File: config.mk
export PLATFORM = sky130hd
export DESIGN_NAME = nps_best
export DESIGN_NICKNAME = d
export VERILOG_FILES = /design/src/rtl/nearest_point_search_defines.svh /design/src/rtl/nps_pkg.sv /design/src/rtl/nps_best.sv
export SDC_FILE = /design/constraint.sdc
export NUM_CORES = 1
export LEC_CHECK = 0
export ABC_AREA = 1
export BUFFER_PORTS_ARGS = -buffer_cell sky130_fd_sc_hd__buf_2
export CAP_MARGIN = 10
export CORE_ASPECT_RATIO = 1.25
export CORE_MARGIN = 2
export CORE_UTILIZATION = 46
export CTS_CLUSTER_DIAMETER = 50
export DETAILED_ROUTE_END_ITERATION = 6
export PLACE_DENSITY = 0.79
export SLEW_MARGIN = 20
export SYNTH_ARGS = -nofsm -noshare
export SYNTH_HDL_FRONTEND = slang
export SYNTH_SLANG_ARGS = --single-unit
export TNS_END_PERCENT = 30
File: constraint.sdc
create_clock -name clk -period 5.3 [get_ports clk]
set_input_delay 0.53 -clock clk [delete_from_list [all_inputs] [get_ports clk]]
set_output_delay 0.53 -clock clk [all_outputs]
set_load 0.02 [all_outputs]
File: src/rtl/nearest_point_search_defines.svh
// assertion macros for the nearest point search block
`ifndef NEAREST_POINT_SEARCH_DEFINES_SVH
`define NEAREST_POINT_SEARCH_DEFINES_SVH

`ifndef SYNTHESIS
// antecedent holds, consequent holds in the same cycle
`define NPS_ASSERT_SAME(lbl, clk, rst_n, ante, cons) \
    lbl: assert property (@(posedge clk) disable iff (!rst_n) (ante) |-> (cons)) \
        else $error("nearest point search check failed");
// antecedent holds, consequent holds in the next cycle
`define NPS_ASSERT_NEXT(lbl, clk, rst_n, ante, cons) \
    lbl: assert property (@(posedge clk) disable iff (!rst_n) (ante) |=> (cons)) \
        else $error("nearest point search check failed");
`else
`define NPS_ASSERT_SAME(lbl, clk, rst_n, ante, cons)
`define NPS_ASSERT_NEXT(lbl, clk, rst_n, ante, cons)
`endif

`endif

File: src/rtl/nps_pkg.sv
// shared types and constants of the nearest point search block
`timescale 1ns / 1ps

package nps_pkg;

    localparam int REQ_W   = 2;
    localparam int COORD_W = 12;
    localparam int DIST_W  = 25;

    typedef enum logic [REQ_W-1:0] {
        REQ_CLEAR = 2'd0,
        REQ_LOAD  = 2'd1,
        REQ_QUERY = 2'd2
    } req_t;

    typedef enum logic [1:0] {
        ST_IDLE,
        ST_SCAN,
        ST_DRAIN,
        ST_FINISH
    } state_t;

    // control that travels along the distance chain with each sample
    typedef struct packed {
        logic valid;
        logic first;
    } ctl_t;

endpackage

File: src/rtl/nps_best.sv
// running minimum of the distance chain, first sample wins on a tie
`timescale 1ns / 1ps

module nps_best #(
    parameter int COORD_BITS = 12
) (
    input  logic                      clk,
    input  nps_pkg::ctl_t             ctl_i,
    input  logic [2*COORD_BITS:0]     dist_i,
    input  logic [COORD_BITS-1:0]     px_i,
    input  logic [COORD_BITS-1:0]     py_i,
    output logic [2*COORD_BITS:0]     best_d,
    output logic [COORD_BITS-1:0]     best_x,
    output logic [COORD_BITS-1:0]     best_y
);

    logic [2*COORD_BITS:0]  best_d_reg;
    logic [COORD_BITS-1:0]  best_x_reg;
    logic [COORD_BITS-1:0]  best_y_reg;
    logic                   take;

    assign take = ctl_i.valid & (ctl_i.first | (dist_i < best_d_reg));

    always_ff @(posedge clk)
    begin
        if (take)
        begin
            best_d_reg <= dist_i;
            best_x_reg <= px_i;
            best_y_reg <= py_i;
        end
    end

    assign best_d = best_d_reg;
    assign best_x = best_x_reg;
    assign best_y = best_y_reg;

endmodule

* Word level (Yosys, flattened, before mapping)
Cells that the tools add are included.
** Cells by class
- Bitwise gates (word level) :: 2
- Magnitude comparators :: 1
** Operator list (count)
- 25-bit less-than comparator :: 1
- 1-bit bitwise AND :: 1
- 1-bit bitwise OR :: 1
** Storage, ports and cells
- Input bits :: 52
- Bits in registers :: 49
- Word-level logic and storage cells :: 6
- Output and inout bits :: 49

* Depth between registers and ports, before layout
- Word-level depth :: 3
- Mapped depth :: 11

* Worst setup path before layout
Ideal clock, no wire load.
- Kind :: input to register
- Start :: in dist_i[24]
- End :: reg best_d_reg[0], in the netlist best_d[0] (enable)
- Slack :: 1.139 ns
- Library setup time :: 0.472 ns
- Arrival :: 3.689 ns
- Cell stages on the path :: 7
- Cells stage by stage :: ha_1 a21o_2 nor2_1 nand2_1 nor2_1 nand2_1 a21oi_1
** On the way
- Word-level cells in the longest chain between the ends :: 3
** Ends and longest elaborated chain
- start: declaration :: line nps_best.sv:9 : input logic [2*COORD_BITS:0] dist_i,
- 25-bit less-than comparator :: line nps_best.sv:22 : assign take = ctl_i.valid & (ctl_i.first | (dist_i < best_d_reg));
- 1-bit bitwise OR :: line nps_best.sv:22
- 1-bit bitwise AND :: line nps_best.sv:22
- net take :: line nps_best.sv:20 : logic take;
- end signal: assignment :: line nps_best.sv:28 : best_d_reg <= dist_i;
- end: declaration :: line nps_best.sv:17 : logic [2*COORD_BITS:0] best_d_reg;
The timed path passes the listed nets, and every way through them passes these cells.
A chain may end at the register's enable or synchronous reset.

* Worst setup path in the final report
- Start :: reg best_d_reg[8], in the netlist best_d[8]
- End :: reg best_y_reg[5], in the netlist best_y[5] (enable)
** On the way
- Word-level cells in the longest chain between the ends :: 3
** Ends and longest elaborated chain
- 25-bit less-than comparator :: line nps_best.sv:22
- 1-bit bitwise OR :: line nps_best.sv:22
- 1-bit bitwise AND :: line nps_best.sv:22
- net take :: line nps_best.sv:20
- end signal: assignment :: line nps_best.sv:30 : best_y_reg <= py_i;
- end: declaration :: line nps_best.sv:19 : logic [COORD_BITS-1:0] best_y_reg;
The timed path passes the listed nets, and every way through them passes these cells.

==> impl_metrics.py <==
metrics = {
    "layout": {
        "diodes": 0,
        "utilization": 0.6361,
        "fin_area_um2": 2836,
        "fin_cells": 334,
        "layout.nets": 351,
        "largest_reg_flops": 25,
        "regArea_um2": 1471,
        "syn2layout_area_growth_pct": 31.65,
        "layout-drive-gt1-share": 0.4058,
        "multiInputGateArea_um2": 563.0,
        "fillerInstances": 394,
    },
    "place": {
        "place_ws_ns": 2.676,
        "gp_congestion": 0.7771,
        "numPortBuffers": 100,
        "dp_cells": 326,
        "dp_hpwl_um": 3152,
        "placed_cell_area_um2": 2746,
    },
    "worst_setup_path": {
        "crit_fanout": 45,
        "crit_required_ns": 5.24,
        "r2r-start": "best_d[8]$_DFFE_PP_",
        "critPathArrivalTime_ns": 2.30,
        "path_class": "reg -> reg",
        "cp-start-kind": "flip-flop",
        "critPathLaunch": "best_d[8]$_DFFE_PP_",
        "crit_path_end_kind": "flip-flop",
    },
    "worst_hold_path": {
        "min-delay-start": "py_i[4]",
        "hold_class": "in -> reg",
    },
    "clocking": {
        "root_buffer": "clkbuf_8",
        "post_cts_buffers": 0,
        "cts_tree": "done",
        "cts_made_buffers": 5,
        "clk-insertion-delay-late_ns": 0.30,
        "clock_sinks": 49,
        "path_clk_slew_ns": 0.09,
        "htreeDepth": 2,
        "ctsHoldBuffers": 0,
        "clk_path_buf_depth": 2,
        "cts_resized": 0,
    },
    "routing": {
        "initialDrtViolationCount": 128,
        "vias": 1516,
        "wl_per_cell_um": 11.95,
        "vias_per_cell": 4.539,
        "wl_um": 3992,
        "first_pass_iters": 4,
        "ant_nets": 0,
        "drc": 0,
    },
    "logic_synthesis": {
        "synth_area_per_cell_um2": 12.90,
        "yosys_register_bits": 49,
        "yosysUniqueCellTypes": 11,
        "synth_nets": 243,
        "yosysTopAreaCell": "edfxtp_1",
        "synth_top_area_share": 0.6829,
        "netlist_instances": 167,
        "yosys_warnings": 0,
        "syn-cell-area_um2": 2155,
        "netlist_top_cells_area": "edfxtp_1, ha_1, inv_1",
        "seq_area_frac_synth": 0.6829,
    },
    "sta": {
        "layout_setup_ws_ns": 2.935,
        "whs_ns": 0.4023,
        "fin_crit_sh": 0.4462,
        "fin_skew_ns": 0.008874,
        "period_needed_ns": 2.365,
        "rsz0062_at_grt": "no",
        "worst_pin_slew_ns": 0.5666,
        "slew_viol_final": 0,
        "finalHoldViolCount": 0,
        "fin_setup_tns_ns": 0,
        "clock.fmax_mhz": 422.9,
        "relSlewSlack": 0.6222,
        "finalSetupViolCount": 0,
    },
    "global_routing": {
        "antenna_found_initial": 0,
        "grt_pass1_vias": 1349,
        "grt_pass1_wl_um": 6141,
        "grt_overflow_total": 0,
        "track_usage": 0.1567,
        "grt_max_degree": 46,
    },
    "floorplanning": {
        "core_um2": 4459,
        "die_y_um": 80.52,
        "die_w_um": 65.22,
        "start_util": 0.4832,
        "io_pins": 101,
        "die_area_um2": 5251,
        "rows": 27,
    },
    "pwr": {
        "vdd_ir_drop_max_uv": 144.0,
        "power_density_nw_per_um2": 291.3,
        "finalPower_mw": 0.8262,
        "leakagePower_nw": 1.416,
    },
    "run_status": {
        "run_status": "finished clean",
    },
    "flow_run": {
        "cap_viol_max_count": 0,
    },
}
-- worst max-delay path, cell delays in order, from the launching register on --
cell,delay [ns]
edfxtp_1,0.42
inv_1,0.08
ha_1,0.23
a21o_1,0.18
nor2_1,0.09
nand3_1,0.10
nand2_1,0.06
nand2_1,0.09
a21oi_4,0.21
buf_4,0.51
-- logic make-up (layout without fill, tap and decap cells) --
kind of cell	Yosys count	in the layout	share of synthesized area
simple gates	49	49	0.09059
flops	49	49	0.6829
buf+inv	35	144	0.06098
fa+ha+maj	24	24	0.1394
compound gates	10	10	0.02614
-- cell usage after synthesis, drive strengths merged --
| cell | count |
|---|---|
| edfxtp | 49 |
| inv | 35 |
| nand2 | 34 |
| ha | 24 |
| a21oi | 8 |
| nor2 | 8 |
| nand3 | 6 |
| a21o | 2 |
| nor3 | 1 |
-- power by group --
part / internal [mW] / switching [mW]
combinational: 0.0519 / 0.0878
clock: 0.0937 / 0.124
sequential: 0.459 / 0.00943
-- area by class of cell --
| class | instances | share of cell area |
|---|---|---|
| sequential | 49 | 0.5187 |
| multi-input combinational | 83 | 0.1985 |
| clock buffer | 5 | 0.02426 |
| tap | 58 | 0.02558 |
| clock inverter | 3 | 0.007499 |
| inverter | 35 | 0.04632 |
| timing repair buffer | 101 | 0.1791 |
-- cells in the final DEF, fill, tap and decap left out --
cell and count:
buf_2 100, edfxtp_1 49, inv_1 35, nand2_1 34, ha_1 24, a21oi_1 7, nor2_1 7, nand3_1 6
clkbuf_8 5, nor2_2 1, a21o_2 1, a21o_1 1, nor3_1 1, a21oi_4 1, clkinvlp_4 1, inv_6 1
clkinv_2 1, buf_4 1
-- per-layer routing --
metal	GRT usage	vias to the layer above	wire length (um)
met4	0.06250	0	59
met2	0.2704	67	1958
li1	-	776	-
met3	0.03501	5	319
met1	0.1888	668	1654
met5	0	-	0
-- final timing paths --
path | end | slack (ns) | cells after the start
setup / recovery | best_y[5]$_DFFE_PP_ | 2.94 | 9
hold / removal | best_y[4]$_DFFE_PP_ | 0.40 | 1
setup reg to reg | best_y[5]$_DFFE_PP_ | 2.94 | 9
hold reg to reg | best_d[12]$_DFFE_PP_ | 1.11 | 6
Power figures use the tool's default switching activity.
