==> src/rtl/nearest_point_search_defines.svh <==
// assertion macros for the nearest point search block
`ifndef NEAREST_POINT_SEARCH_DEFINES_SVH
`define NEAREST_POINT_SEARCH_DEFINES_SVH

`ifndef SYNTHESIS
// antecedent holds, consequent holds in the same cycle
`define NPS_ASSERT_SAME(lbl, clk, rst_n, ante, cons) \
    lbl: assert property (@(posedge clk) disable iff (!rst_n) (ante) |-> (cons)) \
        else $error("nearest point search check failed");
// antecedent holds, consequent holds in the next cycle
`define NPS_ASSERT_NEXT(lbl, clk, rst_n, ante, cons) \
    lbl: assert property (@(posedge clk) disable iff (!rst_n) (ante) |=> (cons)) \
        else $error("nearest point search check failed");
`else
`define NPS_ASSERT_SAME(lbl, clk, rst_n, ante, cons)
`define NPS_ASSERT_NEXT(lbl, clk, rst_n, ante, cons)
`endif

`endif

==> src/rtl/nps_pkg.sv <==
// shared types and constants of the nearest point search block
`timescale 1ns / 1ps

package nps_pkg;

    localparam int REQ_W   = 2;
    localparam int COORD_W = 12;
    localparam int DIST_W  = 25;

    typedef enum logic [REQ_W-1:0] {
        REQ_CLEAR = 2'd0,
        REQ_LOAD  = 2'd1,
        REQ_QUERY = 2'd2
    } req_t;

    typedef enum logic [1:0] {
        ST_IDLE,
        ST_SCAN,
        ST_DRAIN,
        ST_FINISH
    } state_t;

    // control that travels along the distance chain with each sample
    typedef struct packed {
        logic valid;
        logic first;
    } ctl_t;

endpackage

==> src/rtl/nps_axis_cell.sv <==
// one axis cell: absolute difference, then square, one register each
`timescale 1ns / 1ps

module nps_axis_cell #(
    parameter int COORD_BITS = 12
) (
    input  logic                      clk,
    input  logic                      rst_n,
    input  nps_pkg::ctl_t             ctl_i,
    input  logic [COORD_BITS-1:0]     p_i,
    input  logic [COORD_BITS-1:0]     q_i,
    output nps_pkg::ctl_t             ctl_o,
    output logic [COORD_BITS-1:0]     p_o,
    output logic [2*COORD_BITS-1:0]   sq_o,
    output logic                      busy
);

    nps_pkg::ctl_t              ctl_a_reg;
    nps_pkg::ctl_t              ctl_b_reg;
    logic [COORD_BITS-1:0]      diff_reg;
    logic [COORD_BITS-1:0]      diff_next;
    logic [COORD_BITS-1:0]      p_a_reg;
    logic [COORD_BITS-1:0]      p_b_reg;
    logic [2*COORD_BITS-1:0]    sq_reg;

    assign diff_next = (p_i > q_i) ? (p_i - q_i) : (q_i - p_i);

    always_ff @(posedge clk or negedge rst_n)
    begin
        if (!rst_n)
        begin
            ctl_a_reg <= '0;
            ctl_b_reg <= '0;
        end
        else
        begin
            ctl_a_reg <= ctl_i;
            ctl_b_reg <= ctl_a_reg;
        end
    end

    always_ff @(posedge clk)
    begin
        diff_reg <= diff_next;
        p_a_reg  <= p_i;
        sq_reg   <= diff_reg * diff_reg;
        p_b_reg  <= p_a_reg;
    end

    assign ctl_o = ctl_b_reg;
    assign p_o   = p_b_reg;
    assign sq_o  = sq_reg;
    assign busy  = ctl_a_reg.valid | ctl_b_reg.valid;

endmodule

==> config.mk <==
export PLATFORM = sky130hd
export DESIGN_NAME = nps_axis_cell
export DESIGN_NICKNAME = d
export VERILOG_FILES = /design/src/rtl/nearest_point_search_defines.svh /design/src/rtl/nps_pkg.sv /design/src/rtl/nps_axis_cell.sv
export SDC_FILE = /design/constraint.sdc
export NUM_CORES = 1
export LEC_CHECK = 0
export BUFFER_PORTS_ARGS = -buffer_cell sky130_fd_sc_hd__buf_2
export CELL_PAD_IN_SITES_DETAIL_PLACEMENT = 0
export CELL_PAD_IN_SITES_GLOBAL_PLACEMENT = 1
export CORE_MARGIN = 4
export CORE_UTILIZATION = 47
export DETAILED_ROUTE_END_ITERATION = 8
export PLACE_DENSITY = 0.89
export SLEW_MARGIN = 10
export SYNTH_ARGS = -nofsm -noshare
export SYNTH_HDL_FRONTEND = slang
export SYNTH_SLANG_ARGS = --single-unit
==> constraint.sdc <==
create_clock -name clk -period 6.9 [get_ports clk]
set_input_delay 1.035 -clock clk [delete_from_list [all_inputs] [get_ports clk]]
set_output_delay 1.035 -clock clk [all_outputs]
set_load 0.1 [all_outputs]
* Word-level counts from Yosys, hierarchy flattened *
Cells that the tools add are included.

cells by class
  $lt $le $gt $ge = 1
  multipliers = 1
  multiplexer cells = 1
  add/subtract/negate cells = 2
  bitwise gates (word level) = 1

operator list
  operator        number
  $mul 12x12->24  1
  $sub 12x12->12  2
  $gt 12x12->1    1
  $mux 12         1
  $or 1x1->1      1

word-level totals
  register bits after elaboration = 64
  output and inout bits = 39
  logic and storage cells = 14
  bits of input ports = 28

* Longest topological paths before layout *
  word-level depth = 2
  mapped depth = 19
  mapped depth without buffers = 19

* Worst setup path after synthesis *
No wires, ideal clock.

  kind = register to register
  from = register diff_reg[3]
  to = register sq_reg[23] (netlist: sq_o[23])
  stages on the path, launching flop included = 18
  path slack = 1.563 ns
  arrival = 5.265 ns
  setup time = 0.072 ns
  path buffers = 1
  path through = dfxtp_1 clkbuf_1 nand2_1 fa_1 inv_1 fa_1 fa_1 fa_1 inv_1 fa_1 inv_1 ha_1 and3_2 a221o_1 a221o_1 a31o_1 a211oi_2 xor2_1

between the ends
  word-level cells in the longest chain between the ends = 1

RTL lines
  element                 line                 RTL
  from (decl)             nps_axis_cell.sv:20  logic [COORD_BITS-1:0] diff_reg;
  from (signal assigned)  nps_axis_cell.sv:44  diff_reg <= diff_next;
  $mul 12x12->24          nps_axis_cell.sv:46  sq_reg <= diff_reg * diff_reg;
  to (signal assigned)    nps_axis_cell.sv:46
  to (decl)               nps_axis_cell.sv:24  logic [2*COORD_BITS-1:0] sq_reg;

Every way passes these cells.

* Worst setup path in the final report *
  from = register diff_reg[8]
  to = register sq_reg[23] (netlist: sq_o[23])

Same word-level chain as after synthesis.

==> results.py <==
metrics = {
    "clock_tree": {
        "cts_sinks": 63,
        "cts_root_buf": "clkbuf_16",
        "ctsHoldBuffers": 0,
        "cts_resized": 0,
        "clockBufferDepth": 2,
        "cts_buffers": 9,
        "ctsHtreeMaxLevel": 3,
        "clk_pin_slew_ns": 0.06,
        "cts_setup_buffers": 0,
        "worstSkewPairLatency_ns": 0.35,
        "cts_tree": "built",
    },
    "route": {
        "totalWireLength_um": 12200,
        "vias": 4397,
        "drc": 0,
        "vias_per_cell": 4.84,
        "first_pass_iters": 4,
        "drt-initial-drc-count": 163,
        "wl_per_cell_um": 13.4,
        "postRouteAntennaNets": 0,
    },
    "critical_path": {
        "critical_path_class": "reg2reg",
        "crit_arrival_ns": 5.85,
        "required_ns": 7.19,
        "cp-end-kind": "register",
        "start_kind": "register",
        "crit_fanout": 12,
    },
    "synth": {
        "synth_compound_area_share_pct": 9.88,
        "synth_top_cell_by_area": "fa_1",
        "ys_top_cells_by_count": "inv_1 (153), fa_1 (83), ha_1 (82)",
        "syn_area_um2": 6380,
        "syn_inst": 670,
        "synth_mux_area_share_pct": 1.94,
        "async_reset_ff_share_pct": 6.35,
        "synth_edf_count": 0,
        "synth_nets": 863,
        "seq_area_frac_synth_pct": 20.1,
        "yosysMostFrequentCell": "inv_1",
        "yosys-top-cells-area": "fa_1 (26%), dfxtp_1 (19%), ha_1 (16%)",
        "synth_xor_area_share_pct": 4.80,
        "ys_seq_elements": 63,
        "synth_cell_types": 51,
        "synth_area_per_cell_um2": 9.53,
        "ys_warn_count": 0,
        "synthAdderAreaFrac_pct": 42.1,
        "synth_flop_cell": "dfxtp_1",
        "synth_top_family_by_area": "adder cells",
        "synthSimpleGateAreaFrac_pct": 11.0,
        "synthDominantCellAreaShare_pct": 26.0,
    },
    "global_route": {
        "groute.usage.overall_pct": 16.5,
        "antenna_found_initial": 1,
        "grt_remaining_overflow": 0,
        "grt_pass1_wl_um": 21000,
        "grt_max_degree": 15,
        "grt_pass1_vias": 4621,
    },
    "floorplanning": {
        "die_width_um": 125,
        "start_util_pct": 48.0,
        "fp-row-count": 42,
        "ios": 67,
        "die_y_um": 125,
        "dieArea_um2": 15500,
        "coreArea_um2": 13300,
    },
    "layout": {
        "area_growth_pct": 11.8,
        "drive_above_1_share_pct": 12.8,
        "largest_reg_flops": 23,
        "n_antenna_cell": 0,
        "fin_nets": 921,
    },
    "run_status": {
        "status": "finished clean",
    },
    "timing": {
        "finalHoldViolCount": 0,
        "setup_viol": 0,
        "finalSetupTns_ns": 0,
        "fmax_ghz": 0.180,
        "skew_ns": 0.0100,
        "worst_slack_ns": 1.34,
        "finalCriticalPeriod_ns": 5.56,
        "rsz0062_at_grt": "no",
        "finalCritPeriodShare_pct": 80.6,
        "maxSlewViolCount": 0,
        "tightest_slew_ns": 0.541,
        "slew-limit-headroom_pct": 64.0,
    },
    "hold_path": {
        "hp-class": "reg2reg",
    },
    "place": {
        "port_buffers": 65,
        "place.gp.congestion": 0.870,
        "hpwl_um": 10200,
        "post-place-ws_ns": 1.38,
    },
    "run": {
        "drv_cap": 0,
    },
}
[placed cells by master (no fill, tap or decap), drive strengths merged, types with 3 or more instances in the layout]
cell type	count
nand2	39
nand2b	6
o21bai	3
and2	41
clkbuf	10
o21ai	16
a31oi	3
ha	82
dfrtp	4
and4	5
nor2	7
o31a	5
o21a	6
nor3	3
xnor2	23
a21o	18
mux2i	9
nor2b	8
and3	4
mux2	3
nand3	5
fa	83
buf	65
a21oi	27
or2	5
xor2	12
inv	155
dfxtp	59
[worst max-delay path, cell delays in order (launching register included)]
cell	delay (ns)
dfxtp_1	0.57
inv_1	0.15
nor2_1	0.25
ha_1	0.29
xnor2_1	0.20
fa_1	0.46
fa_1	0.52
fa_1	0.54
inv_1	0.05
fa_1	0.52
inv_1	0.04
ha_1	0.35
and3_2	0.26
a221o_1	0.34
a221o_1	0.35
a31o_1	0.24
a211oi_2	0.21
xor2_1	0.15
[area by class of cell]
cell class                 count  area, µm²
tap                          176        220
clock buffer                  10        239
multi-input combinational    436       4450
inverter                     153        574
timing repair buffer          65        325
fill                        1195       6160
sequential                    63       1280
clock inverter                 6       43.8
[per-stage QoR]
stage / area [µm²] / std cells / utilization [%] / hold slack, ns
after floorplan: 6380 / 670 / - / 0.310
after global placement: 6850 / 893 / 51.5 / 0.310
after detailed placement: 6850 / 893 / 51.5 / 0.313
after CTS: 7140 / 909 / 53.7 / 0.329
after global routing: 7140 / 909 / 53.7 / 0.334
final: 7140 / 909 / 53.7 / 0.327
[cells by family after synthesis]
kind of cell,after synthesis
other cells,1
compound gates,94
buf+inv,171
mux,12
fa+ha+maj,165
flops,63
simple gates,129
xor+xnor,35
[worst paths after layout]
path	startpoint	endpoint	slack, ns	cells past startpoint
min	p_a_reg[3]$_DFF_P_	p_o[3]$_DFF_P_	0.33	0
min in group asynchronous	rst_n	ctl_a_reg[0]$_DFF_PN0_	0.48	1
max reg2reg	diff_reg[8]$_DFF_P_	sq_o[23]$_DFF_P_	1.34	17
min reg2reg	p_a_reg[3]$_DFF_P_	p_o[3]$_DFF_P_	0.33	0
max	diff_reg[8]$_DFF_P_	sq_o[23]$_DFF_P_	1.34	17
max in group asynchronous	rst_n	ctl_o[1]$_DFF_PN0_	6.30	1
[metal layers]
layer	share of wire, %	track usage, %	vias to the layer above
met4	2.2	6.77	2
met2	47	26.7	87
met3	4.5	4.50	20
met1	46	20.9	2076
met5	0.11	0	-
li1	-	-	2212
Power is left out: the tool's default activity adds up to more than one toggle a clock period on the data nets, which glitch-free logic cannot reach.
